[config.mk]
export PLATFORM = sky130hd
export DESIGN_NAME = sewb_wq
export DESIGN_NICKNAME = d
export VERILOG_FILES = /design/src/hdl/spi_eeprom_write_behind_controller_core_macros.svh /design/src/hdl/sewb_pkg.sv /design/src/hdl/sewb_wq.sv
export SDC_FILE = /design/constraint.sdc
export NUM_CORES = 1
export LEC_CHECK = 0
export ABC_AREA = 0
export BUFFER_PORTS_ARGS = -buffer_cell sky130_fd_sc_hd__buf_2
export CORE_MARGIN = 2
export CORE_UTILIZATION = 50
export DETAILED_ROUTE_END_ITERATION = 8
export PLACE_DENSITY_LB_ADDON = 0.3
export SYNTH_ARGS = -nofsm -noshare
export SYNTH_HDL_FRONTEND = slang
export SYNTH_SLANG_ARGS = --single-unit
[constraint.sdc]
create_clock -name clk -period 3 [get_ports clk]
set_input_delay 0.45 -clock clk [delete_from_list [all_inputs] [get_ports clk]]
set_output_delay 0.45 -clock clk [all_outputs]
set_load 0.01 [all_outputs]
[src/hdl/spi_eeprom_write_behind_controller_core_macros.svh]
// assertion macros for the write-behind controller
`ifndef SPI_EEPROM_WRITE_BEHIND_CONTROLLER_CORE_MACROS_SVH
`define SPI_EEPROM_WRITE_BEHIND_CONTROLLER_CORE_MACROS_SVH
// assert that a condition implies a consequence on the same edge
`define SEWB_ASSERT_IMP(label, clk, rst_n, cond, cons) \
	label: assert property (@(posedge clk) disable iff (!rst_n) (cond) |-> (cons)) \
		else $error("violation");
// assert that a condition implies a consequence on the next edge
`define SEWB_ASSERT_NEXT(label, clk, rst_n, cond, cons) \
	label: assert property (@(posedge clk) disable iff (!rst_n) (cond) |=> (cons)) \
		else $error("violation");
`endif

[src/hdl/sewb_pkg.sv]
// shared types and constants for the write-behind controller
`timescale 1ns / 1ps
`default_nettype none
package sewb_pkg;
	localparam int MEM_BYTES_DEF = 1024;
	localparam int QUEUE_DEPTH_DEF = 16;
	localparam logic [2:0] CMD_READ = 3'd0;
	localparam logic [2:0] CMD_WRITE = 3'd1;
	localparam logic [2:0] CMD_TICK = 3'd2;
	localparam logic [2:0] CMD_DONE = 3'd3;
	localparam logic [2:0] CMD_PRELOAD = 3'd4;
	localparam logic [1:0] KIND_RDATA = 2'd0;
	localparam logic [1:0] KIND_SPI = 2'd1;
	localparam logic [1:0] KIND_ACK = 2'd2;
	localparam logic [1:0] ST_OK = 2'd0;
	localparam logic [1:0] ST_FULL = 2'd1;
	localparam logic [1:0] ST_RANGE = 2'd2;
	localparam logic [7:0] OP_WREN = 8'h06;
	localparam logic [7:0] OP_WRITE = 8'h02;
	localparam logic [7:0] OP_RDSR = 8'h05;
	localparam logic [7:0] WIP_MASK = 8'h01;
	localparam logic [15:0] ADDR_HI_MASK = 16'hFF00;

	// one work item handed from the front end to the back end
	typedef enum logic [2:0] {
		OPK_RESULT = 3'b001,  // single result, given whole
		OPK_READ   = 3'b010,  // read shadow bytes
		OPK_FRAME  = 3'b100   // write frame from job
	} opk_t;

	typedef struct packed {
		opk_t        opk;
		logic [1:0]  kind;
		logic [7:0]  spi_byte;
		logic        frame_end;
		logic [1:0]  status;
		logic        last;
		logic [15:0] addr;
		logic [2:0]  size;
	} work_t;
endpackage
`default_nettype wire

[src/hdl/sewb_wq.sv]
// short work queue between front and back end
`timescale 1ns / 1ps
`default_nettype none
module sewb_wq #(
	parameter int DEPTH = 4
) (
	input  wire logic clk,
	input  wire logic arst_n,
	input  wire logic in_push,
	input  sewb_pkg::work_t in_data,
	output logic in_full,
	output logic out_valid,
	output sewb_pkg::work_t out_data,
	input  wire logic out_pop
);
	import sewb_pkg::*;
	localparam int PW = $clog2(DEPTH);
	work_t mem_q [DEPTH];
	logic [PW:0] wp_q, rp_q;

	assign in_full = ((wp_q - rp_q) == (PW+1)'(DEPTH));
	assign out_valid = (wp_q != rp_q);
	assign out_data = mem_q[rp_q[PW-1:0]];

	always_ff @(posedge clk or negedge arst_n) begin
		if (!arst_n) begin
			wp_q <= '0;
			rp_q <= '0;
		end else begin
			if (in_push && !in_full) wp_q <= wp_q + (PW+1)'(1);
			if (out_pop && out_valid) rp_q <= rp_q + (PW+1)'(1);
		end
	end

	always_ff @(posedge clk) begin
		if (in_push && !in_full) mem_q[wp_q[PW-1:0]] <= in_data;
	end
endmodule
`default_nettype wire

# After elaboration in Yosys (flattened, before gate mapping)
# Memories as Yosys holds them, arrays and structs flattened.
# Cells that the tools add are included.
word_totals:
  ramBits: 144
  romBits: 0
  elab_cells: 13
  output_inout_bits: 38
  input_bits: 40
  regBits: 6
  n_memories: 1
  latch_bits: 0
memory_table:
  columns: ["memory", "words", "word_bits", "rd", "rd_clocked_by_memory_dff", "wr", "line", "rtl"]
  rows:
  - ["mem_q", 4, 36, 1, 0, 1, "sewb_wq.sv:18", "work_t mem_q [DEPTH];"]
classes:
  n_bitwise: 0
  n_div: 0
  reduce_logical: 3
  n_mux: 2
  shifts: 0
  eq_ne: 2
  mul: 0
  order_cmp: 0
  add_sub_neg: 3
op_table:
  columns: ["operator", "count"]
  rows:
  - ["$add A3 B1 Y3 const B", 2]
  - ["$eq A3 B3 Y1 const B", 1]
  - ["$ne A3 B3 Y1", 1]
  - ["$sub A3 B3 Y3", 1]
  - ["$logic_and A1 B1 Y1", 2]
  - ["$mux W1", 2]
  - ["$logic_not A1 Y1", 1]

# Logic depth before layout (Yosys ltp)
# Gate-level depths: netlist of run 1.
depth:
  word_depth: 6
  ltp_mapped: 8
  depth_no_buf: 6

# Worst setup path after synthesis of run 1
# Ideal clock, no wire load.
synth_timing:
  path_type: "register -> register"
  startpoint: "register rp_q[1]"
  endpoint: "memory mem_q[3][0] (netlist name) (enable)"
  path_buffers: 2
  synth_period_minus_slack_ps: 2575
  slack_ps: 425
  setup_ps: 392
  arrival_ps: 2183
  path_stages_with_launch: 8
  t_required_ps: 2608
  path_cell_list: "dfrtp_1 > buf_2 > buf_2 > inv_1 > ha_1 > nand2b_1 > xnor2_1 > o211a_1"
synth_via:
  elab_chain_len: 6
synth_rtl:
  columns: ["element", "line", "rtl"]
  rows:
  - ["start: declaration", "sewb_wq.sv:19", "logic [PW:0] wp_q, rp_q;"]
  - ["start signal: assignment", "sewb_wq.sv:31", "if (out_pop && out_valid) rp_q <= rp_q + (PW+1)'(1);"]
  - ["$sub A3 B3 Y3", "sewb_wq.sv:21", "assign in_full = ((wp_q - rp_q) == (PW+1)'(DEPTH));"]
  - ["$eq A3 B3 Y1", "sewb_wq.sv:21", null]
  - ["$logic_not A1 Y1", "sewb_wq.sv:36", "if (in_push && !in_full) mem_q[wp_q[PW-1:0]] <= in_data;"]
  - ["$logic_and A1 B1 Y1", "sewb_wq.sv:36", null]
  - ["$mux W1", "sewb_wq.sv:36", null]
  - ["$mux W1 (not written as such)", "sewb_wq.sv:36", null]
  - ["end: declaration", "sewb_wq.sv:18", null]
# Every way passes these cells.

==> results of run 1 <==
[sequential cells by signal (all words and copies together), names as in the netlist]
register / count
mem_q: 144
rp_q: 3
wp_q: 3
[power by group through the flow]
stage / clock network (W) / registers (W) / logic (W)
finish: 0.00199 / 0.00298 / 0.00223
global route: 0.00213 / 0.00302 / 0.00244
CTS: 0.00203 / 0.00299 / 0.00228
detailed placement: 0 / 0.00303 / 0.00226
global placement: 0 / 0.00300 / 0.00224
floorplan: 0 / 0.00299 / 0.00146
[worst max-delay path: stages, from the launching register on]
cell     delay (ns)
dfrtp_2        0.35
buf_4          0.62
mux4_2         0.64
buf_2          0.16
[final cells by class]
cell class,count,area (um^2),share of cell area [%]
Sequential cell,150,4480,65.7
Multi-Input combinational cell,62,1050,15.5
Timing Repair Buffer,90,536,7.86
Clock buffer,19,422,6.19
Tap cell,140,175,2.57
Clock inverter,10,134,1.97
Inverter,3,11.3,0.165
Antenna cell,2,5.00,0.0735
[how the worst max path moves through the flow]
stage,from,endpoint,slack [ns],depth (start not counted)
after CTS,rp_q[0],out_data[15],0.18,3
after global placement,wp_q[0],mem_q[1][14],0.75,7
after detailed placement,rp_q[0],out_data[15],0.74,3
after floorplan,rp_q[1],mem_q[3][0],0.42,7
after global routing,rp_q[0],out_data[15],0.08,3
final,rp_q[0],out_data[15],0.26,3
[layer usage]
metal | share of wire, % | global-route usage [%] | wire, um | vias to the layer above
li1 | - | - | - | 1146
met1 | 40 | 22.4 | 3810 | 1297
met2 | 52 | 28.2 | 4870 | 88
met3 | 7.3 | 6.22 | 693 | 10
met4 | 0.83 | 6.42 | 78 | 0
met5 | 0 | 0 | 0 | -
[cell usage after synthesis]
master and number:
buf_2 2, buf_4 4, nand2_1 2, o21a_2 1, edfxtp_1 144, xnor2_1 4
o211a_1 1, ha_1 7, dfrtp_1 6, xnor2_2 1, mux4_2 36, mux2_2 1
nor2_1 1, inv_1 3, xor2_1 1, clkbuf_1 2, and2_2 3, mux2_4 1
nand3_1 2, nand2b_1 1
[what timing repair did]
| action | CTS | global route |
|---|---|---|
| hold buffers | 1 | 0 |
| setup buffers | 0 | 0 |
| hold endpoints to repair | 6 | 0 |
[through the flow]
| step | hold WS, ns | setup WS, ns | area (um^2) |
|---|---|---|---|
| final | 0.145 | 0.256 | 6810 |
| after global routing | 0.114 | 0.0807 | 6810 |
| after CTS | 0.121 | 0.185 | 6810 |
| after detailed placement | 0.289 | 0.742 | 6240 |
| after global placement | 0.290 | 0.753 | 6240 |
| after floorplan | 0.154 | 0.425 | 5590 |
[logic make-up after synthesis]
family	synth area share [%]
adders and majority gates	1.57
DFF	80.1
xor gates and xnor gates	1.08
muxes	15.0
buffers and inverters	1.05
and+or+nand+nor	0.896
AOI/OAI and AO/OA	0.336
==> out/metrics.csv, run 1 <==
metric,value,unit
critical_path_arrival,2.29,ns
io_pins,78,
drt_iter0_markers,140,
rrSetupSlack,0.72,ns
nFillCells,755,
drive_above_1_share,47.9,%
min_from,in_data[0],
grt-ovfl-total,0,
cts-htree-levels,4,
drt_first_pass_iters,4,
cts-root-buf,clkbuf_8,
fp-row-count,38,
p_sw,0.00205,W
maxCapViolations,0,
worst-setup-path-type,reg2out,
layout_commonest_cell,edfxtp_1,
final_util,62.6,%
fin_cells,476,
comb_power_share,30.9,%
max_freq,0.364,GHz
synth_seq_cells,150,
seqPwrFrac,41.4,%
grt_pass1_vias,2765,
dieArea,12000,um^2
placed_cells,444,
synth.area.top_cells,"edfxtp_1, mux4_2, dfrtp_1",
nets,371,
die_x,110,um
antenna_found_initial,1,
syn_area_per_cell,25.1,um^2
die_h,110,um
most-common-layout-cells,"edfxtp_1, buf_2, mux4_2",
hold_viol_final,0,
slew_headroom,48.5,%
setup_tns,0,ns
viasPerCell,5.34,
syn-cell-area,5590,um^2
grt_max_degree,39,
p_per_area,1060,nW/um^2
fin_worst_skew,0.00759,ns
period_needed,2.74,ns
min_to,mem_q[0][0],
synth_top_area_share,77.4,%
cellInternalPower,0.00515,W
worst_pin_slew,0.772,ns
syn-num-nets,270,
clock_sinks,150,
p_leak,2.39,nW
outcome,finished clean,
clock_latency,0.51,ns
yosysTopAreaCell,edfxtp_1,
dp.final_hpwl,5770,um
rsz0062_at_grt,no,
switching_share,28.5,%
core,10900,um^2
cp-start-kind,flip-flop,
reg2reg_from,wp_q[1],
total_power,0.00719,W
ys_types,20,
area_growth,21.9,%
start_util,51.3,%
synth_seq_area_share,80.1,%
end_kind,output port,
vias,2541,
grt_usage,17.6,%
reg2regPathDepth,6,
port_buffers,77,
clk_pin_slew_worst_paths,0.06,ns
cts_resized,0,
r2r_end,mem_q[1][17],
hold_depth,1,
cts_buffers,17,
yosysWarningCount,0,
clock_path_buffers,2,
drt-total-wl,9450,um
route.antenna.remaining_nets,0,
path_max_fanout,38,
power.share.clock,27.6,%
min_period_over_period,91.5,%
cts_tree,done,
netlist_instances,223,
maxSlewViolCount,0,
hold_path.class,in2reg,
crit_required,2.55,ns
grt_first_pass_wirelength,14700,um
wl_per_cell,19.8,um
drc_errors,0,
gp_congestion,0.691,
setup_viol,0,
vdd_ir_drop_max,0.000535,V
(Power assumes the default switching activity.)
==> run 2, diff against run 1 <==
clock period = 3.3 ns   (was 3 ns; I/O delays follow)
==> out/metrics.csv, run 2 (same netlist as run 1, synthesis figures left out) <==
metric,value,unit,change
area_growth,21.3,%,
die_x,110,um,unchanged
die_h,110,um,unchanged
most-common-layout-cells,"edfxtp_1, buf_2, mux4_2",,
path_max_fanout,38,,unchanged
cts-htree-levels,4,,unchanged
gp_congestion,0.686,,-0.68%
cp-start-kind,flip-flop,,
drt_iter0_markers,84,,-40%
fin_worst_skew,0.0111,ns,+0.00351 ns
end_kind,output port,,
grt_first_pass_wirelength,14100,um,-3.8%
setup_tns,0,ns,unchanged
worst_pin_slew,0.736,ns,-0.0366 ns
core,10900,um^2,unchanged
nFillCells,719,,-4.8%
drt-total-wl,9230,um,-2.3%
critical_path_arrival,2.25,ns,-0.04 ns
min_period_over_period,83.3,%,
cts_tree,done,,
clock_latency,0.52,ns,about the same
rrSetupSlack,1.02,ns,+0.30 ns
vias,2564,,+0.91%
outcome,finished clean,,
grt_pass1_vias,2719,,-1.7%
worst-setup-path-type,reg2out,,
viasPerCell,5.44,,+2.0%
hold_viol_final,0,,unchanged
setup_viol,0,,unchanged
io_pins,78,,unchanged
dp.final_hpwl,5400,um,-6.4%
cp-endpoint,out_data[19],,
nets,365,,-1.6%
rsz0062_at_grt,no,,
antenna_found_initial,1,,unchanged
dieArea,12000,um^2,unchanged
n_antenna_cell,0,,-2
crit_required,2.80,ns,+0.25 ns
clk_pin_slew_worst_paths,0.06,ns,about the same
grt_max_degree,39,,unchanged
maxCapViolations,0,,unchanged
grt-ovfl-total,0,,unchanged
fp-row-count,38,,unchanged
wl_per_cell,19.6,um,-1.3%
reg2regPathDepth,7,,+1
maxSlewViolCount,0,,unchanged
r2r_end,mem_q[2][13],,
drt_first_pass_iters,4,,unchanged
clock_sinks,150,,unchanged
grt_usage,16.8,%,-0.84 points
p_leak,2.37,nW,-1.1%
period_needed,2.75,ns,
route.antenna.remaining_nets,0,,unchanged
cts-root-buf,clkbuf_8,,
slew_headroom,51.0,%,+2.4 points
vdd_ir_drop_max,0.000556,V,+4.0%
drive_above_1_share,48.0,%,+0.13 points
drc_errors,0,,unchanged
layout_commonest_cell,edfxtp_1,,
start_util,51.3,%,unchanged
clock_path_buffers,2,,unchanged
hold_path.class,in2reg,,
crit_start,rp_q[0],,
p_per_area,958,nW/um^2,-9.3%
cts_resized,0,,unchanged
port_buffers,77,,unchanged
max_freq,0.364,GHz,
reg2reg_from,wp_q[0],,
holdWs,0.193,ns,+0.0484 ns
cts_buffers,17,,unchanged
largest_reg_flops,144,,unchanged
## run 2: changes by cell type in the layout (fill, tap and decap cells not counted), sizes merged
cell      change
inv           +3
clkinvlp      +1
diode         -2
bufinv        -1
buf           -6
## run 2: layout make-up
cell class / count / area (um^2) / share of cell area [%]
flip-flops and latches: 150 / 4480 / 66.1
multi-input cells: 62 / 1050 / 15.5
repair buffers: 84 / 490 / 7.24
clock buffers: 19 / 422 / 6.22
well taps: 140 / 175 / 2.58
clock inverters: 13 / 148 / 2.18
inverters: 3 / 11.3 / 0.166
## run 2: worst max-delay path: stages (launching register included)
cell,delay (ns)
dfrtp_2,0.35
buf_4,0.60
mux4_2,0.62
buf_2,0.16
## run 2: metrics by stage
stage                     util (%)  total power [W]  setup slack, ns  std cells  area [um^2]
after floorplan                  -          0.00405            0.725        223         5590
after global placement        56.9          0.00472             1.03        438         6200
after detailed placement      56.9          0.00476             1.02        438         6200
after CTS                     62.2          0.00660            0.467        471         6780
after global routing          62.2          0.00686            0.384        471         6780
final                         62.2          0.00649            0.552        471         6780
## run 2: timing repair
action                                 CTS  global route
hold buffers                             1             0
endpoints found under the hold margin    6             0
buffers inserted                         0             0
## run 2: worst min path at each step
stage | startpoint | endpoint | depth (start not counted)
after floorplan | arst_n | rp_q[0] | 0
after global placement | arst_n | rp_q[2] | 1
after detailed placement | arst_n | wp_q[2] | 1
after CTS | in_data[22] | mem_q[1][22] | 1
after global routing | in_data[7] | mem_q[0][7] | 1
final | in_data[20] | mem_q[0][20] | 1
## run 2: power by group
part           internal (W)  leakage (nW)  switching (W)
clock network       0.00108         0.265       0.000740
registers           0.00260          1.39       0.000113
logic              0.000920         0.712        0.00104
## run 2: routing by layer
layer / routed length [um] / vias to the layer above / track usage, %
met1: 3810 / 1336 / 20.5
met4: 57 / 2 / 5.15
met5: 13 / - / 0
met3: 511 / 6 / 6.70
li1: - / 1137 / -
met2: 4830 / 83 / 27.6
