===== src/hdl/spi_eeprom_write_behind_controller_core_macros.svh =====
// assertion macros for the write-behind controller
`ifndef SPI_EEPROM_WRITE_BEHIND_CONTROLLER_CORE_MACROS_SVH
`define SPI_EEPROM_WRITE_BEHIND_CONTROLLER_CORE_MACROS_SVH
// assert that a condition implies a consequence on the same edge
`define SEWB_ASSERT_IMP(label, clk, rst_n, cond, cons) \
	label: assert property (@(posedge clk) disable iff (!rst_n) (cond) |-> (cons)) \
		else $error("violation");
// assert that a condition implies a consequence on the next edge
`define SEWB_ASSERT_NEXT(label, clk, rst_n, cond, cons) \
	label: assert property (@(posedge clk) disable iff (!rst_n) (cond) |=> (cons)) \
		else $error("violation");
`endif


===== src/hdl/sewb_pkg.sv =====
// shared types and constants for the write-behind controller
`timescale 1ns / 1ps
`default_nettype none
package sewb_pkg;
	localparam int MEM_BYTES_DEF = 1024;
	localparam int QUEUE_DEPTH_DEF = 16;
	localparam logic [2:0] CMD_READ = 3'd0;
	localparam logic [2:0] CMD_WRITE = 3'd1;
	localparam logic [2:0] CMD_TICK = 3'd2;
	localparam logic [2:0] CMD_DONE = 3'd3;
	localparam logic [2:0] CMD_PRELOAD = 3'd4;
	localparam logic [1:0] KIND_RDATA = 2'd0;
	localparam logic [1:0] KIND_SPI = 2'd1;
	localparam logic [1:0] KIND_ACK = 2'd2;
	localparam logic [1:0] ST_OK = 2'd0;
	localparam logic [1:0] ST_FULL = 2'd1;
	localparam logic [1:0] ST_RANGE = 2'd2;
	localparam logic [7:0] OP_WREN = 8'h06;
	localparam logic [7:0] OP_WRITE = 8'h02;
	localparam logic [7:0] OP_RDSR = 8'h05;
	localparam logic [7:0] WIP_MASK = 8'h01;
	localparam logic [15:0] ADDR_HI_MASK = 16'hFF00;

	// one work item handed from the front end to the back end
	typedef enum logic [2:0] {
		OPK_RESULT = 3'b001,  // single result, given whole
		OPK_READ   = 3'b010,  // read shadow bytes
		OPK_FRAME  = 3'b100   // write frame from job
	} opk_t;

	typedef struct packed {
		opk_t        opk;
		logic [1:0]  kind;
		logic [7:0]  spi_byte;
		logic        frame_end;
		logic [1:0]  status;
		logic        last;
		logic [15:0] addr;
		logic [2:0]  size;
	} work_t;
endpackage
`default_nettype wire


===== src/hdl/sewb_front.sv =====
// front end: decodes transactions, updates shadow and job queue, issues work
`timescale 1ns / 1ps
`default_nettype none
module sewb_front #(
	parameter int MEM_BYTES = sewb_pkg::MEM_BYTES_DEF,
	parameter int QUEUE_DEPTH = sewb_pkg::QUEUE_DEPTH_DEF,
	parameter int AW = $clog2(MEM_BYTES)
) (
	input  wire logic clk,
	input  wire logic arst_n,
	input  wire logic push,
	output logic full,
	input  wire logic [2:0] cmd,
	input  wire logic [9:0] addr,
	input  wire logic [2:0] size,
	input  wire logic [31:0] wdata,
	input  wire logic [7:0] status_in,
	output logic wr_en,
	output logic [AW-1:0] wr_addr,
	output logic [7:0] wr_data,
	output logic wq_push,
	output sewb_pkg::work_t wq_data,
	input  wire logic wq_full,
	input  wire logic wq_busy,
	input  wire logic back_busy
);
	import sewb_pkg::*;
	localparam int QW = $clog2(QUEUE_DEPTH);

	typedef enum logic [4:0] {
		PH_IDLE = 5'b00001, PH_WREN = 5'b00010, PH_WRITE = 5'b00100,
		PH_WAIT = 5'b01000, PH_POLL = 5'b10000
	} phase_t;

	typedef enum logic [1:0] {FS_DECODE = 2'b01, FS_WBYTES = 2'b10} fs_t;

	phase_t phase_q;
	fs_t fs_q;
	logic [QW:0] head_q, tail_q;
	logic [AW-1:0] job_addr [QUEUE_DEPTH];
	logic [2:0] job_size [QUEUE_DEPTH];
	logic [AW-1:0] waddr_q;
	logic [31:0] wdata_q;
	logic [2:0] wcnt_q;

	logic [16:0] end_addr;
	logic size_ok, fits, q_full, q_empty;
	logic go;

	// ring counters run modulo twice the depth
	function automatic logic [QW:0] ring_inc(input logic [QW:0] p);
		return (p == (QW+1)'(2 * QUEUE_DEPTH - 1)) ? '0 : p + (QW+1)'(1);
	endfunction

	function automatic logic [QW-1:0] ring_slot(input logic [QW:0] p);
		return (p >= (QW+1)'(QUEUE_DEPTH)) ? QW'(p - (QW+1)'(QUEUE_DEPTH)) : p[QW-1:0];
	endfunction

	assign end_addr = 17'(addr) + 17'(size);
	assign size_ok = (size == 3'd1) || (size == 3'd2) || (size == 3'd4);
	assign fits = size_ok && (end_addr <= 17'(MEM_BYTES));
	assign q_full = (ring_slot(head_q) == ring_slot(tail_q)) && (head_q != tail_q);
	assign q_empty = (head_q == tail_q);
	// hold input while shadow reads are pending so shadow writes cannot overtake them
	assign full = (fs_q != FS_DECODE) || wq_full || wq_busy || back_busy;
	assign go = push && !full;

	// shadow byte writes, one per cycle
	always_comb begin
		wr_en = 1'b0;
		wr_addr = waddr_q;
		wr_data = wdata_q[7:0];
		if (fs_q == FS_WBYTES) begin
			wr_en = 1'b1;
			wr_data = wdata_q[8*wcnt_q-1 -: 8];
		end else if (go && cmd == CMD_PRELOAD && 17'(addr) < 17'(MEM_BYTES)) begin
			wr_en = 1'b1;
			wr_addr = AW'(addr);
			wr_data = wdata[7:0];
		end
	end

	always_comb begin
		wq_push = 1'b0;
		wq_data = '0;
		wq_data.opk = OPK_RESULT;
		wq_data.last = 1'b1;
		wq_data.addr = 16'(addr);
		wq_data.size = size;
		if (go) begin
			unique case (cmd)
				CMD_READ: begin
					wq_push = 1'b1;
					wq_data.kind = KIND_RDATA;
					if (fits) wq_data.opk = OPK_READ;
					else wq_data.status = ST_RANGE;
				end
				CMD_WRITE: begin
					wq_push = 1'b1;
					wq_data.kind = KIND_ACK;
					wq_data.status = !fits ? ST_RANGE : (q_full ? ST_FULL : ST_OK);
				end
				CMD_PRELOAD: begin
					wq_push = 1'b1;
					wq_data.kind = KIND_ACK;
					wq_data.status = (17'(addr) < 17'(MEM_BYTES)) ? ST_OK : ST_RANGE;
				end
				CMD_TICK: begin
					wq_data.kind = KIND_SPI;
					if (phase_q == PH_IDLE && !q_empty) begin
						wq_push = 1'b1;
						wq_data.spi_byte = OP_WREN;
						wq_data.frame_end = 1'b1;
					end else if (phase_q == PH_WAIT) begin
						wq_push = 1'b1;
						wq_data.spi_byte = OP_RDSR;
						wq_data.last = 1'b0;
						wq_data.opk = OPK_READ;  // poll pair, see back end
						wq_data.size = 3'd0;
					end
				end
				CMD_DONE: begin
					if (phase_q == PH_WREN) begin
						wq_push = 1'b1;
						wq_data.kind = KIND_SPI;
						wq_data.opk = OPK_FRAME;
						wq_data.addr = 16'(job_addr[ring_slot(tail_q)]);
						wq_data.size = job_size[ring_slot(tail_q)];
					end
				end
				default: ;
			endcase
		end
	end

	always_ff @(posedge clk or negedge arst_n) begin
		if (!arst_n) begin
			phase_q <= PH_IDLE;
			fs_q <= FS_DECODE;
			head_q <= '0;
			tail_q <= '0;
		end else if (fs_q == FS_WBYTES) begin
			waddr_q <= waddr_q + AW'(1);
			wcnt_q <= wcnt_q - 3'd1;
			if (wcnt_q == 3'd1) fs_q <= FS_DECODE;
		end else if (go) begin
			unique case (cmd)
				CMD_WRITE: if (fits) begin
					fs_q <= FS_WBYTES;
					waddr_q <= AW'(addr);
					wdata_q <= wdata;
					wcnt_q <= size;
					if (!q_full) head_q <= ring_inc(head_q);
				end
				CMD_TICK: begin
					if (phase_q == PH_IDLE && !q_empty) phase_q <= PH_WREN;
					else if (phase_q == PH_WAIT) phase_q <= PH_POLL;
				end
				CMD_DONE: begin
					if (phase_q == PH_WREN) phase_q <= PH_WRITE;
					else if (phase_q == PH_WRITE) phase_q <= PH_WAIT;
					else if (phase_q == PH_POLL) begin
						if ((status_in & WIP_MASK) == 8'd0) begin
							phase_q <= PH_IDLE;
							tail_q <= ring_inc(tail_q);
						end else phase_q <= PH_WAIT;
					end
				end
				default: ;
			endcase
		end
	end

	always_ff @(posedge clk) begin
		if (go && cmd == CMD_WRITE && fits && !q_full) begin
			job_addr[ring_slot(head_q)] <= AW'(addr);
			job_size[ring_slot(head_q)] <= size;
		end
	end
endmodule
`default_nettype wire


===== config.mk =====
export PLATFORM = sky130hd
export DESIGN_NAME = sewb_front
export DESIGN_NICKNAME = d
export VERILOG_FILES = /design/src/hdl/spi_eeprom_write_behind_controller_core_macros.svh /design/src/hdl/sewb_pkg.sv /design/src/hdl/sewb_front.sv
export SDC_FILE = /design/constraint.sdc
export NUM_CORES = 1
export LEC_CHECK = 0
export CAP_MARGIN = 20
export CORE_MARGIN = 4
export CORE_UTILIZATION = 66
export CTS_BUF_LIST = sky130_fd_sc_hd__clkbuf_8
export DETAILED_ROUTE_END_ITERATION = 16
export DONT_BUFFER_PORTS = 1
export PLACE_DENSITY = 0.85
export SLEW_MARGIN = 20
export SYNTH_ARGS = -nofsm -noshare
export SYNTH_HDL_FRONTEND = slang
export SYNTH_SLANG_ARGS = --single-unit

===== constraint.sdc =====
create_clock -name clk -period 4 [get_ports clk]
set_input_delay 0.6 -clock clk [delete_from_list [all_inputs] [get_ports clk]]
set_output_delay 0.6 -clock clk [all_outputs]
set_load 0.03 [all_outputs]

Word-level counts from Yosys, hierarchy flattened:

Memories as Yosys holds them, arrays and structs flattened.
Index checks and enable logic that the tools add are counted.
Widths: inputs -> output; s select.

* reductions and logical operators: 30
* order comparisons: 3
* add/sub/neg operators: 8
* shift operators: 1
* equality and inequality tests: 23
* multiplexer cells: 60
* bitwise logic cells: 4

Operator list (count)
* $mux 10: 7
* $mux 5: 8
* $shiftx 39x33->8: 1
* $mux 36: 1
* $mux 3: 9
* $mux 2: 9
* $mux 4: 4
* $mux 8: 2
* $eq 5x5->1 const B: 3
* $reduce_and 5->1: 3
* $mux 1: 13
* $mux 13: 1
* $add 10x3->11: 1
* $le 11x11->1 const B: 1
* $add 10x1->10 const B: 1
* $add 5x1->5 const B: 2
* $ge 5x5->1 const B: 2
* $pmux 5 s2: 1
* $eq 3x1->1 const B: 3
* $eq 3x2->1 const B: 3
* $pmux 3 s3: 1
* $logic_and 1x1->1: 8
* $logic_not 8->1: 1
* $reduce_and 4->1: 2
* 27 further kinds: 42

* output and inout bits: 57
* word-level logic and storage cells: 138
* bits in writable memories: 208
* memories kept: 2
* register bits after elaboration: 62
* input bits: 62

Memories
* job_addr: depth 16, width 10, rd ports 1, clocked after Yosys merged registers in 0, write ports 1, line sewb_front.sv:40 `logic [AW-1:0] job_addr [QUEUE_DEPTH];`
* job_size: depth 16, width 3, rd ports 1, clocked after Yosys merged registers in 0, write ports 1, line sewb_front.sv:41 `logic [2:0] job_size [QUEUE_DEPTH];`

Depth between registers and ports, before layout:

Gate-level depths: netlist (run 1).

* depth in word-level cells: 11
* mapped depth: 8
* depth with buffers taken out: 7

Worst setup path after synthesis (run 1):

Ideal clock, no wire load.

* path type: in2reg
* start point: in addr[0]
* end point: reg waddr_q[0], enable pin
* stages: 7
* slack: 441 ps
* arrival: 3156 ps
* setup time: 403 ps
* data required time: 3597 ps
* path buffers: 0
* path through: ha_1 -> fa_1 -> xnor2_1 -> a311oi_1 -> a2111oi_4 -> inv_1 -> a21boi_0

* word-level cells in the longest chain between the ends: 5

RTL lines
* start: declaration: line sewb_front.sv:14 `input wire logic [9:0] addr,`
* $add 10x3->11: line sewb_front.sv:59 `assign end_addr = 17'(addr) + 17'(size);`
* $le 11x11->1: line sewb_front.sv:61 `assign fits = size_ok && (end_addr <= 17'(MEM_BYTES));`
* $logic_and 1x1->1: line sewb_front.sv:61
* $reduce_bool 2->1 (no source line)
* $reduce_and 4->1 (no source line)
* end signal: assignment: line sewb_front.sv:143 `waddr_q <= waddr_q + AW'(1);`
* end signal: assignment: line sewb_front.sv:150 `waddr_q <= AW'(addr);`
* end: declaration: line sewb_front.sv:42 `logic [AW-1:0] waddr_q;`

No other way between the ends.
A chain may end at the register's enable or synchronous reset.

==> results of run 1 <==
-- layer usage --
| metal | track usage, % | vias to the layer above |
|---|---|---|
| li1 | - | 2878 |
| met1 | 34.5 | 3317 |
| met2 | 40.9 | 341 |
| met3 | 5.33 | 58 |
| met4 | 9.19 | 0 |
| met5 | 0 | - |
-- cells in the mapped netlist (all sizes together) (4+ instances only) --
library cell / count / share of area (%)
a211oi: 5 / 0.32
a21oi: 18 / 0.76
a221o: 10 / 0.85
and3: 19 / 1.0
buf: 29 / 1.7
clkbuf: 22 / 0.70
dfrtp: 15 / 3.2
edfxtp: 253 / 64
ha: 13 / 1.4
inv: 24 / 0.76
mux2: 17 / 1.6
mux2i: 15 / 1.3
mux4: 60 / 11
nand2: 52 / 1.7
nand3: 10 / 0.42
nand4: 5 / 0.26
nor2: 37 / 1.2
nor2b: 4 / 0.21
nor3: 7 / 0.34
o21ai: 27 / 1.1
o22ai: 8 / 0.42
or2: 6 / 0.32
xnor2: 9 / 0.67
xor2: 8 / 0.59
-- path summary, 6_finish.rpt --
kind	cells past startpoint	slack [ns]	end
max	5	0.28	wq_data[8]
min	0	0.16	wdata_q[21]
max reg2reg	5	1.04	job_addr[3][1]
min reg2reg	1	0.57	head_q[4]
max in group asynchronous	1	2.82	tail_q[0]
min in group asynchronous	1	0.59	fs_q[1]
-- area by class of cell --
cell class | count | area [um2] | area share [%]
Sequential cell | 270 | 8030 | 62.5
Timing Repair Buffer | 33 | 275 | 2.14
Clock buffer | 43 | 592 | 4.60
Multi-Input combinational cell | 383 | 3460 | 26.9
Clock inverter | 31 | 130 | 1.01
Tap cell | 225 | 282 | 2.19
Inverter | 24 | 90.1 | 0.701
-- stage by stage --
step | hold slack [ns] | worst slack (ns) | instance area, um2 | utilization, %
floorplan | 0.304 | 0.441 | 11900 | -
global placement | 0.305 | 0.614 | 12100 | 69.6
detailed placement | 0.305 | 0.481 | 12100 | 69.6
CTS | 0.135 | 0.302 | 12900 | 73.8
global route | 0.133 | 0.0698 | 12900 | 73.8
finish | 0.157 | 0.279 | 12900 | 73.8
-- layout by cell type, fill, tap and decap left out, types with 3 or more instances in the layout --
| cell | n |
|---|---|
| sky130_fd_sc_hd__a211oi_1 | 5 |
| sky130_fd_sc_hd__a21oi_1 | 18 |
| sky130_fd_sc_hd__a221o_1 | 10 |
| sky130_fd_sc_hd__a22o_1 | 3 |
| sky130_fd_sc_hd__a31oi_1 | 3 |
| sky130_fd_sc_hd__and2_1 | 3 |
| sky130_fd_sc_hd__and3_1 | 19 |
| sky130_fd_sc_hd__and4_1 | 3 |
| sky130_fd_sc_hd__buf_4 | 30 |
| sky130_fd_sc_hd__clkbuf_8 | 43 |
| sky130_fd_sc_hd__clkinv_1 | 8 |
| sky130_fd_sc_hd__clkinv_2 | 7 |
| sky130_fd_sc_hd__conb_1 | 11 |
| sky130_fd_sc_hd__dfrtp_1 | 13 |
| sky130_fd_sc_hd__edfxtp_1 | 253 |
| sky130_fd_sc_hd__ha_1 | 13 |
| sky130_fd_sc_hd__inv_1 | 37 |
| sky130_fd_sc_hd__mux2_2 | 15 |
| sky130_fd_sc_hd__mux2i_1 | 15 |
| sky130_fd_sc_hd__mux4_2 | 60 |
| sky130_fd_sc_hd__nand2_1 | 52 |
| sky130_fd_sc_hd__nand2b_1 | 3 |
| sky130_fd_sc_hd__nand3_1 | 10 |
| sky130_fd_sc_hd__nand4_1 | 5 |
| sky130_fd_sc_hd__nor2_1 | 36 |
| sky130_fd_sc_hd__nor2b_1 | 4 |
| sky130_fd_sc_hd__nor3_1 | 6 |
| sky130_fd_sc_hd__o21ai_0 | 23 |
| sky130_fd_sc_hd__o21ai_1 | 4 |
| sky130_fd_sc_hd__o22ai_1 | 8 |
| sky130_fd_sc_hd__or2_2 | 4 |
| sky130_fd_sc_hd__xnor2_1 | 9 |
| sky130_fd_sc_hd__xor2_1 | 8 |
-- power by group through the flow --
stage	clock [mW]	combinational (mW)	sequential (mW)
finish	1.99	0.0704	3.09
global route	2.17	0.0759	3.09
CTS	2.02	0.0702	3.09
detailed placement	0	0.0659	3.15
global placement	0	0.0634	3.15
floorplan	0	0.0692	3.15
-- worst max-delay path, stage by stage (launching register included) --
cell and delay [ns]:
sky130_fd_sc_hd__dfrtp_1 0.45, sky130_fd_sc_hd__nor4_1 0.60, sky130_fd_sc_hd__nand2_1 0.17, sky130_fd_sc_hd__or3_1 0.43, sky130_fd_sc_hd__nor2_2 0.47, sky130_fd_sc_hd__a221o_1 0.48
-- logic make-up (layout without fill, tap and decap cells) --
family / Yosys count / count (layout)
compound gates: 87 / 87
xor+xnor: 17 / 17
fa+ha+maj: 14 / 14
buf+inv: 75 / 131
flops: 270 / 270
mux: 92 / 92
other cells: 1 / 11
simple gates: 162 / 162
-- registers in the layout, indices dropped and copies added (netlist names) --
register	cells
head_q	5
wcnt_q	3
tail_q	5
job_addr	160
job_size	48
fs_q	2
wdata_q	32
phase_q	5
waddr_q	10
-- what timing repair did --
action / 4_1_cts / 5_1_grt
setup endpoints to repair: 0 / 0
endpoints found under the hold margin: 17 / 0
hold buffers: 1 / 0
==> results.md, run 1 <==
Run status:
- The flow ran to the end, and the final reports show no timing, DRC or antenna violations.

Power:
- The internal power of the cells totals 4.11 mW.
- The switching power is 1.04 mW.
- Across the VDD grid, the largest voltage drop is 0.321 mV.
- The fraction of power consumed by sequential logic is 60.0%.
- Of the total power, the share spent switching nets is 20.2%.
- The overall power consumption is 5.15 mW.
- The leakage power is 4.54 nW.
- For this design the ratio of total power to cell area is 400 nW/um2.
- In this run, the combinational gates consume 1.4% of the power.
- The clock network accounts for 38.6% of the total power.

Global routing:
- The maximum number of pins on one net before global-route repair is 34.
- The first global-routing pass estimated 38.2 mm of wire.
- The number of global-route vias before repair is 6,847.
- The number of antenna violations at the first check in global routing is 0.
- The total overflow left after global routing is 0.
- In the global route stage, overall resource usage came out at 25.2%.

Yosys:
- For this run, the number of Yosys warnings is 0.
- The average footprint of a synthesized cell is 16.5 um2.
- After Yosys synthesis, full adders, half adders and majority gates account for 1.55% of the synthesized area.
- Summing the areas of all xor and xnor instances in the mapped netlist gives 1.26% of the synthesized area.
- Yosys mapped the design onto 61 distinct sky130hd cell types.
- The largest family of logic cells by synthesized area is multiplexers.
- Synthesis inferred 270 register bits.
- The portion of the post-synthesis area used by sequential elements is 67.9%.
- In this run, synthesis inferred 253 flip-flops with an integrated enable.
- Summing every instance area after synthesis gives 11,800 um2.
- The most used flip-flop cell after synthesis is sky130_fd_sc_hd__edfxtp_1.
- The gate count after technology mapping is 718.
- Of all flip-flops after synthesis, the portion carrying an async set or reset was 6.30%.
- The share of the synthesized area in compound gates (AO/OA/AOI/OAI) is 4.97%.
- The simple logic cell fraction of the synthesized area is 6.82%.
- The proportion of synthesized area in mux cells is 14.3%.

Placement:
- Detailed placement finished with a half-perimeter wire length of 16.0 mm.
- Once placement completed, the tool counted placed cells totaling 934.
- The global placement routability congestion is 0.859.
- The count of buffers added on input and output ports is 0.

Detailed routing:
- The count of TritonRoute iterations in the first routing pass is 5.
- In this run, the number of DRC markers left after iteration 0 of detailed routing was 693.
- After detailed routing, the average wire length per cell comes to 24.4 um.
- The vias after detailed routing is 6,594.
- The total met2 wirelength after detailed routing is 11.9 mm.
- The detail route stage leaves a number of antenna-violating nets equal to 0.
- The detailed-route vias per instance is 6.54.
- The length of routed met3 wiring is 2.34 mm.
- The routed wire length is 24.6 mm.
- The length of routed wiring on met1 is 9.56 mm.
- The detailed-route DRC error count is 0.
- Routed signal wires occupy layers up through met4.

Critical path:
- The launching element of the worst setup path is phase_q[4].
- The worst setup path is launched from a flip-flop.
- The worst register-to-register path begins at fs_q[0].
- The worst setup path is of the flip-flop to primary output kind.
- Of all nets on the critical path, the largest fanout is 10.
- The worst path arrival time is 3.12 ns.
- At the worst endpoint, the required time is 3.40 ns.
- The worst setup path is captured at a primary output.

Floorplan:
- The I/O pin count is 119.
- The area enclosed by the die boundary is 20,100 um2.
- In this run the vertical extent of the chip is 142 um.
- The floorplan row count is 48.
- The initial utilization of the core area, before any placement, comes to 67.9%.
- The region available for standard cell placement spans 17,400 um2.
- The floorplan step set the die width to 142 um.

Final layout:
- Excluding fillers, the count of instances in the completed layout stands at 1,009.
- The share of post-route cells with drive strength above 1 is 22.2%.
- The area growth from synthesis to layout is 8.80%.
- The total inserted antenna cells is 0.
- Counting the fill cells in the layout gives 1,001.
- After the last flow step, the layout net total stands at 829.

Timing:
- Adding up every negative setup slack in the final design gives 0 ns.
- Setup repair after global routing left no endpoint under its margin.
- The relative slew slack is 47.6%.
- The final critical path takes up 93.0% of the cycle.
- The max-slew violation count is 0.
- The highest clock rate is 269 MHz.
- The final-report setup violation count is 0.
- The final count of hold timing violations is 0.
- For the pin with the worst max-slew slack, the measured transition is 0.784 ns.
- The final worst clock skew is 0.0262 ns.
- The shortest clock period the worst path allows after layout is 3.72 ns.

Clock tree:
- In this run the deepest clock path goes through 3 buffers.
- The cell sitting at the root of the clock tree is a sky130_fd_sc_hd__clkbuf_8.
- Buffers added to address setup during post-CTS repair amount to 0.
- The clock net in this run drives a total of 270 sinks.
- TritonCTS built the clock tree.
- The clock latency on the worst-skew pair is 0.53 ns.
- The number of CTS-inserted buffers is 41.
- The depth of the CTS H-tree is 2.
- The post-cts repair resize count is 0.
- After clock tree synthesis, the clock-pin slew on the worst setup and hold paths is 0.07 ns.

Worst hold path:
- The start point of the worst min-delay path is wdata[21].
- The min-delay analysis places its worst path in the category primary input to flip-flop.

Run:
- Across the run, the number of max-cap violations was 0.
No activity file was read; power rests on OpenSTA's default activity.
==> run 2, diff against run 1 <==
- CORE_UTILIZATION: 66 -> 63
- CTS_BUF_LIST: sky130_fd_sc_hd__clkbuf_8 -> default
- PLACE_DENSITY: 0.85 -> 0.82
==> results.md, run 2 (synthesis results as in run 1) <==
Run status:
- Result of the run: completed (unchanged).

Clock tree:
- The number of buffers between clock root and the deepest sink was 3 (unchanged).
- The buffer cell driving the clock tree root is sky130_fd_sc_hd__clkbuf_16 (was sky130_fd_sc_hd__clkbuf_8).
- The total clock sinks was 270 (unchanged).
- The number of CTS-inserted buffers is 27 (was 41).
- The CTS tree was built (unchanged).
- The clock transition time at the flip-flop clock pins of the worst setup and hold paths is 0.06 ns (was 0.07 ns).
- The clock latency on the worst-skew pair is 0.55 ns (was 0.53 ns).
- The number of buffers added for setup after CTS was 0 (unchanged).
- The depth of the CTS H-tree is 1 (was 2).

Critical path:
- The capture point of the worst reg-to-reg path is job_addr[0][7] (was job_addr[3][1]).
- The worst path arrival time is 3.11 ns (was 3.12 ns).
- The launching element of the worst setup path was phase_q[4] (unchanged).
- The number of cells traversed by the worst register-to-register path is 7 (was 5).
- The capturing instance or port of the critical path is wq_data[7] (was wq_data[8]).
- The reg2reg setup slack is 1.18 ns (was 1.04 ns).
- The reg-to-reg startpoint is tail_q[1] (was fs_q[0]).
- The startpoint-to-endpoint class of the critical path is flip-flop to primary output (unchanged).
- The required time of the critical path was 3.40 ns (about the same).
- The type of element launching the critical path is a flip-flop (unchanged).
- The maximum fanout count along the critical path is 10 (unchanged).
- The type of element capturing the critical path is a primary output (unchanged).

Final layout:
- The register with the highest flop count is job_addr (unchanged).
- Largest registers in the final layout: job_addr (160), job_size (48), wdata_q (32) (unchanged).
- Leading cell types in the layout, fill and taps excluded: sky130_fd_sc_hd__edfxtp_1, sky130_fd_sc_hd__mux4_2, sky130_fd_sc_hd__nand2_1 (unchanged).
- The layout filler cell count is 1,039 (was 1,001).
- The number of flip-flops in the largest register was 160 (unchanged).
- The total area of multi-input combinational cells is 3460 um2 (about the same).
- The commonest non-fill, non-tap cell in the layout is sky130_fd_sc_hd__edfxtp_1 (unchanged).
- The share of post-route cells with drive strength above 1 is 22.3% (was 22.2%).
- The final non-filler cell total came to 991 (was 1,009).
- The final core area utilization is 71.8% (was 73.8%).
- The total inserted antenna cells is 0 (unchanged).
- The final net count came to 817 (was 829).
- The sequential cell area is 8030 um2 (unchanged).
- The synthesis-to-layout area growth came to 10.7% (was 8.80%).

Timing:
- The final critical-path share of the clock period came to 92.8% (was 93.0%).
- RSZ-0062 raised after global routing: no (unchanged).
- The max-slew violation count was 0 (unchanged).
- The shortest clock period the worst path allows after layout is 3.71 ns (was 3.72 ns).
- The final-report setup violation count came to 0 (unchanged).
- The summed negative setup slack over all endpoints is 0 ns (unchanged).
- The final worst clock skew is 0.00992 ns (was 0.0262 ns).
- The highest clock rate is 269 MHz (about the same).
- The final count of hold timing violations is 0 (unchanged).
- The worst-margin pin slew was 1.00 ns (was 0.784 ns).
- The relative slew slack is 32.5% (was 47.6%).

Worst hold path:
- The worst min-delay path class is primary input to flip-flop (unchanged).

Detailed routing:
- The count of TritonRoute iterations in the first routing pass was 5 (unchanged).
- The number of nets with antenna violations after detailed routing is 0 (unchanged).
- The detailed-route vias per instance came to 6.61 (was 6.54).
- The detailed-route DRC error count was 0 (unchanged).
- The vias after detailed routing is 6,550 (was 6,594).
- The detailed router's first-iteration violation count was 657 (was 693).
- The routed wire length per instance is 25.1 um (was 24.4 um).
- The routed wire length is 24.9 mm (was 24.6 mm).

Power:
- The overall power consumption is 5.75 mW (was 5.15 mW).
- The power density over cell area was 440 nW/um2 (was 400 nW/um2).
- The peak supply drop is 0.358 mV (was 0.321 mV).
- The leakage power is 4.58 nW (was 4.54 nW).

Placement:
- The global placement routability congestion came to 0.880 (was 0.859).
- The count of buffers inserted at the top-level ports came to 0 (unchanged).
- The placed cell count is 940 (was 934).
- The total half-perimeter wirelength after legalization and detailed placement was 16.1 mm (was 16.0 mm).

Floorplan:
- The y dimension of the die is 145 um (was 142 um).
- The area enclosed by the die boundary is 21,000 um2 (was 20,100 um2).
- The floorplan row count is 49 (was 48).
- The area of the core came to 18,200 um2 (was 17,400 um2).
- The I/O pin count is 119 (unchanged).
- The die boundary width is 145 um (was 142 um).
- The effective utilization at floorplan is 64.9% (was 67.9%).

Global routing:
- The number of global-route vias before repair is 6,741 (was 6,847).
- The global-route wire length before repair is 38.8 mm (was 38.2 mm).
- The overall global routing resource usage is 23.6% (was 25.2%).
- The number of antenna violations at the first check in global routing is 1 (was 0).
- The leftover overflow at the end of global routing was 0 (unchanged).
- The maximum number of pins on one net before global-route repair is 34 (unchanged).

Run:
- The max-cap check violation count is 0 (unchanged).
-- run 2: changes by cell type in the layout (fill, tap and decap cells not counted), moves of 3 or more --
cell	delta
sky130_fd_sc_hd__buf_4	+3
sky130_fd_sc_hd__bufinv_16	+3
sky130_fd_sc_hd__clkbuf_1	+5
sky130_fd_sc_hd__clkbuf_16	+27
sky130_fd_sc_hd__clkbuf_8	-37
sky130_fd_sc_hd__clkinv_1	-7
sky130_fd_sc_hd__inv_1	-15
-- run 2: timing repair --
item | in CTS | in global routing
hold buffers | 1 | 0
hold endpoints to repair | 17 | 0
setup endpoints to repair | 0 | 10
gates resized for setup | 0 | 1
-- run 2: where the power goes --
part	internal (mW)	total (mW)	switching [mW]
sequential	3.09	3.09	0
clock	1.55	2.59	1.04
combinational	0.0191	0.0710	0.0519
total	4.66	5.75	1.09
-- run 2: stage by stage --
| step | setup WS, ns | cell area (um2) | hold slack, ns |
|---|---|---|---|
| final | 0.287 | 13100 | 0.150 |
| after global routing | 0.0970 | 13100 | 0.131 |
| after CTS | 0.102 | 13100 | 0.127 |
| after detailed placement | 0.622 | 12100 | 0.305 |
| after global placement | 0.740 | 12100 | 0.305 |
| after floorplan | 0.441 | 11900 | 0.304 |
-- run 2: cell type report --
class	instances	area share [%]
Multi-Input combinational cell	383	26.5
Clock buffer	38	5.94
Sequential cell	270	61.4
Tap cell	229	2.19
Clock inverter	12	1.16
Timing Repair Buffer	35	2.12
Inverter	24	0.689
-- run 2: critical path, cell delays in order (launching register included) --
cell and delay (ns):
sky130_fd_sc_hd__dfrtp_1 0.46, sky130_fd_sc_hd__nor4_2 0.50, sky130_fd_sc_hd__nand2_1 0.17, sky130_fd_sc_hd__or3_1 0.37
sky130_fd_sc_hd__nor2_2 0.55, sky130_fd_sc_hd__a221o_1 0.50
-- run 2: worst min-delay path by stage --
| stage | startpoint | endpoint | slack, ns | cells after the start |
|---|---|---|---|---|
| after global routing | wdata[30] | wdata_q[30] | 0.13 | 0 |
| after CTS | addr[6] | job_addr[13][6] | 0.13 | 0 |
| final | wdata[10] | wdata_q[10] | 0.15 | 0 |
| after detailed placement | arst_n | phase_q[3] | 0.30 | 0 |
| after floorplan | arst_n | fs_q[1] | 0.30 | 0 |
| after global placement | arst_n | phase_q[3] | 0.30 | 0 |
-- run 2: layer usage --
| metal | up-vias | global-route usage [%] | part of all wire [%] |
|---|---|---|---|
| met2 | 323 | 41.1 | 52 |
| li1 | 2836 | - | - |
| met1 | 3348 | 30.9 | 38 |
| met3 | 43 | 5.18 | 8.0 |
| met5 | - | 0 | 0 |
| met4 | 0 | 5.70 | 2.2 |
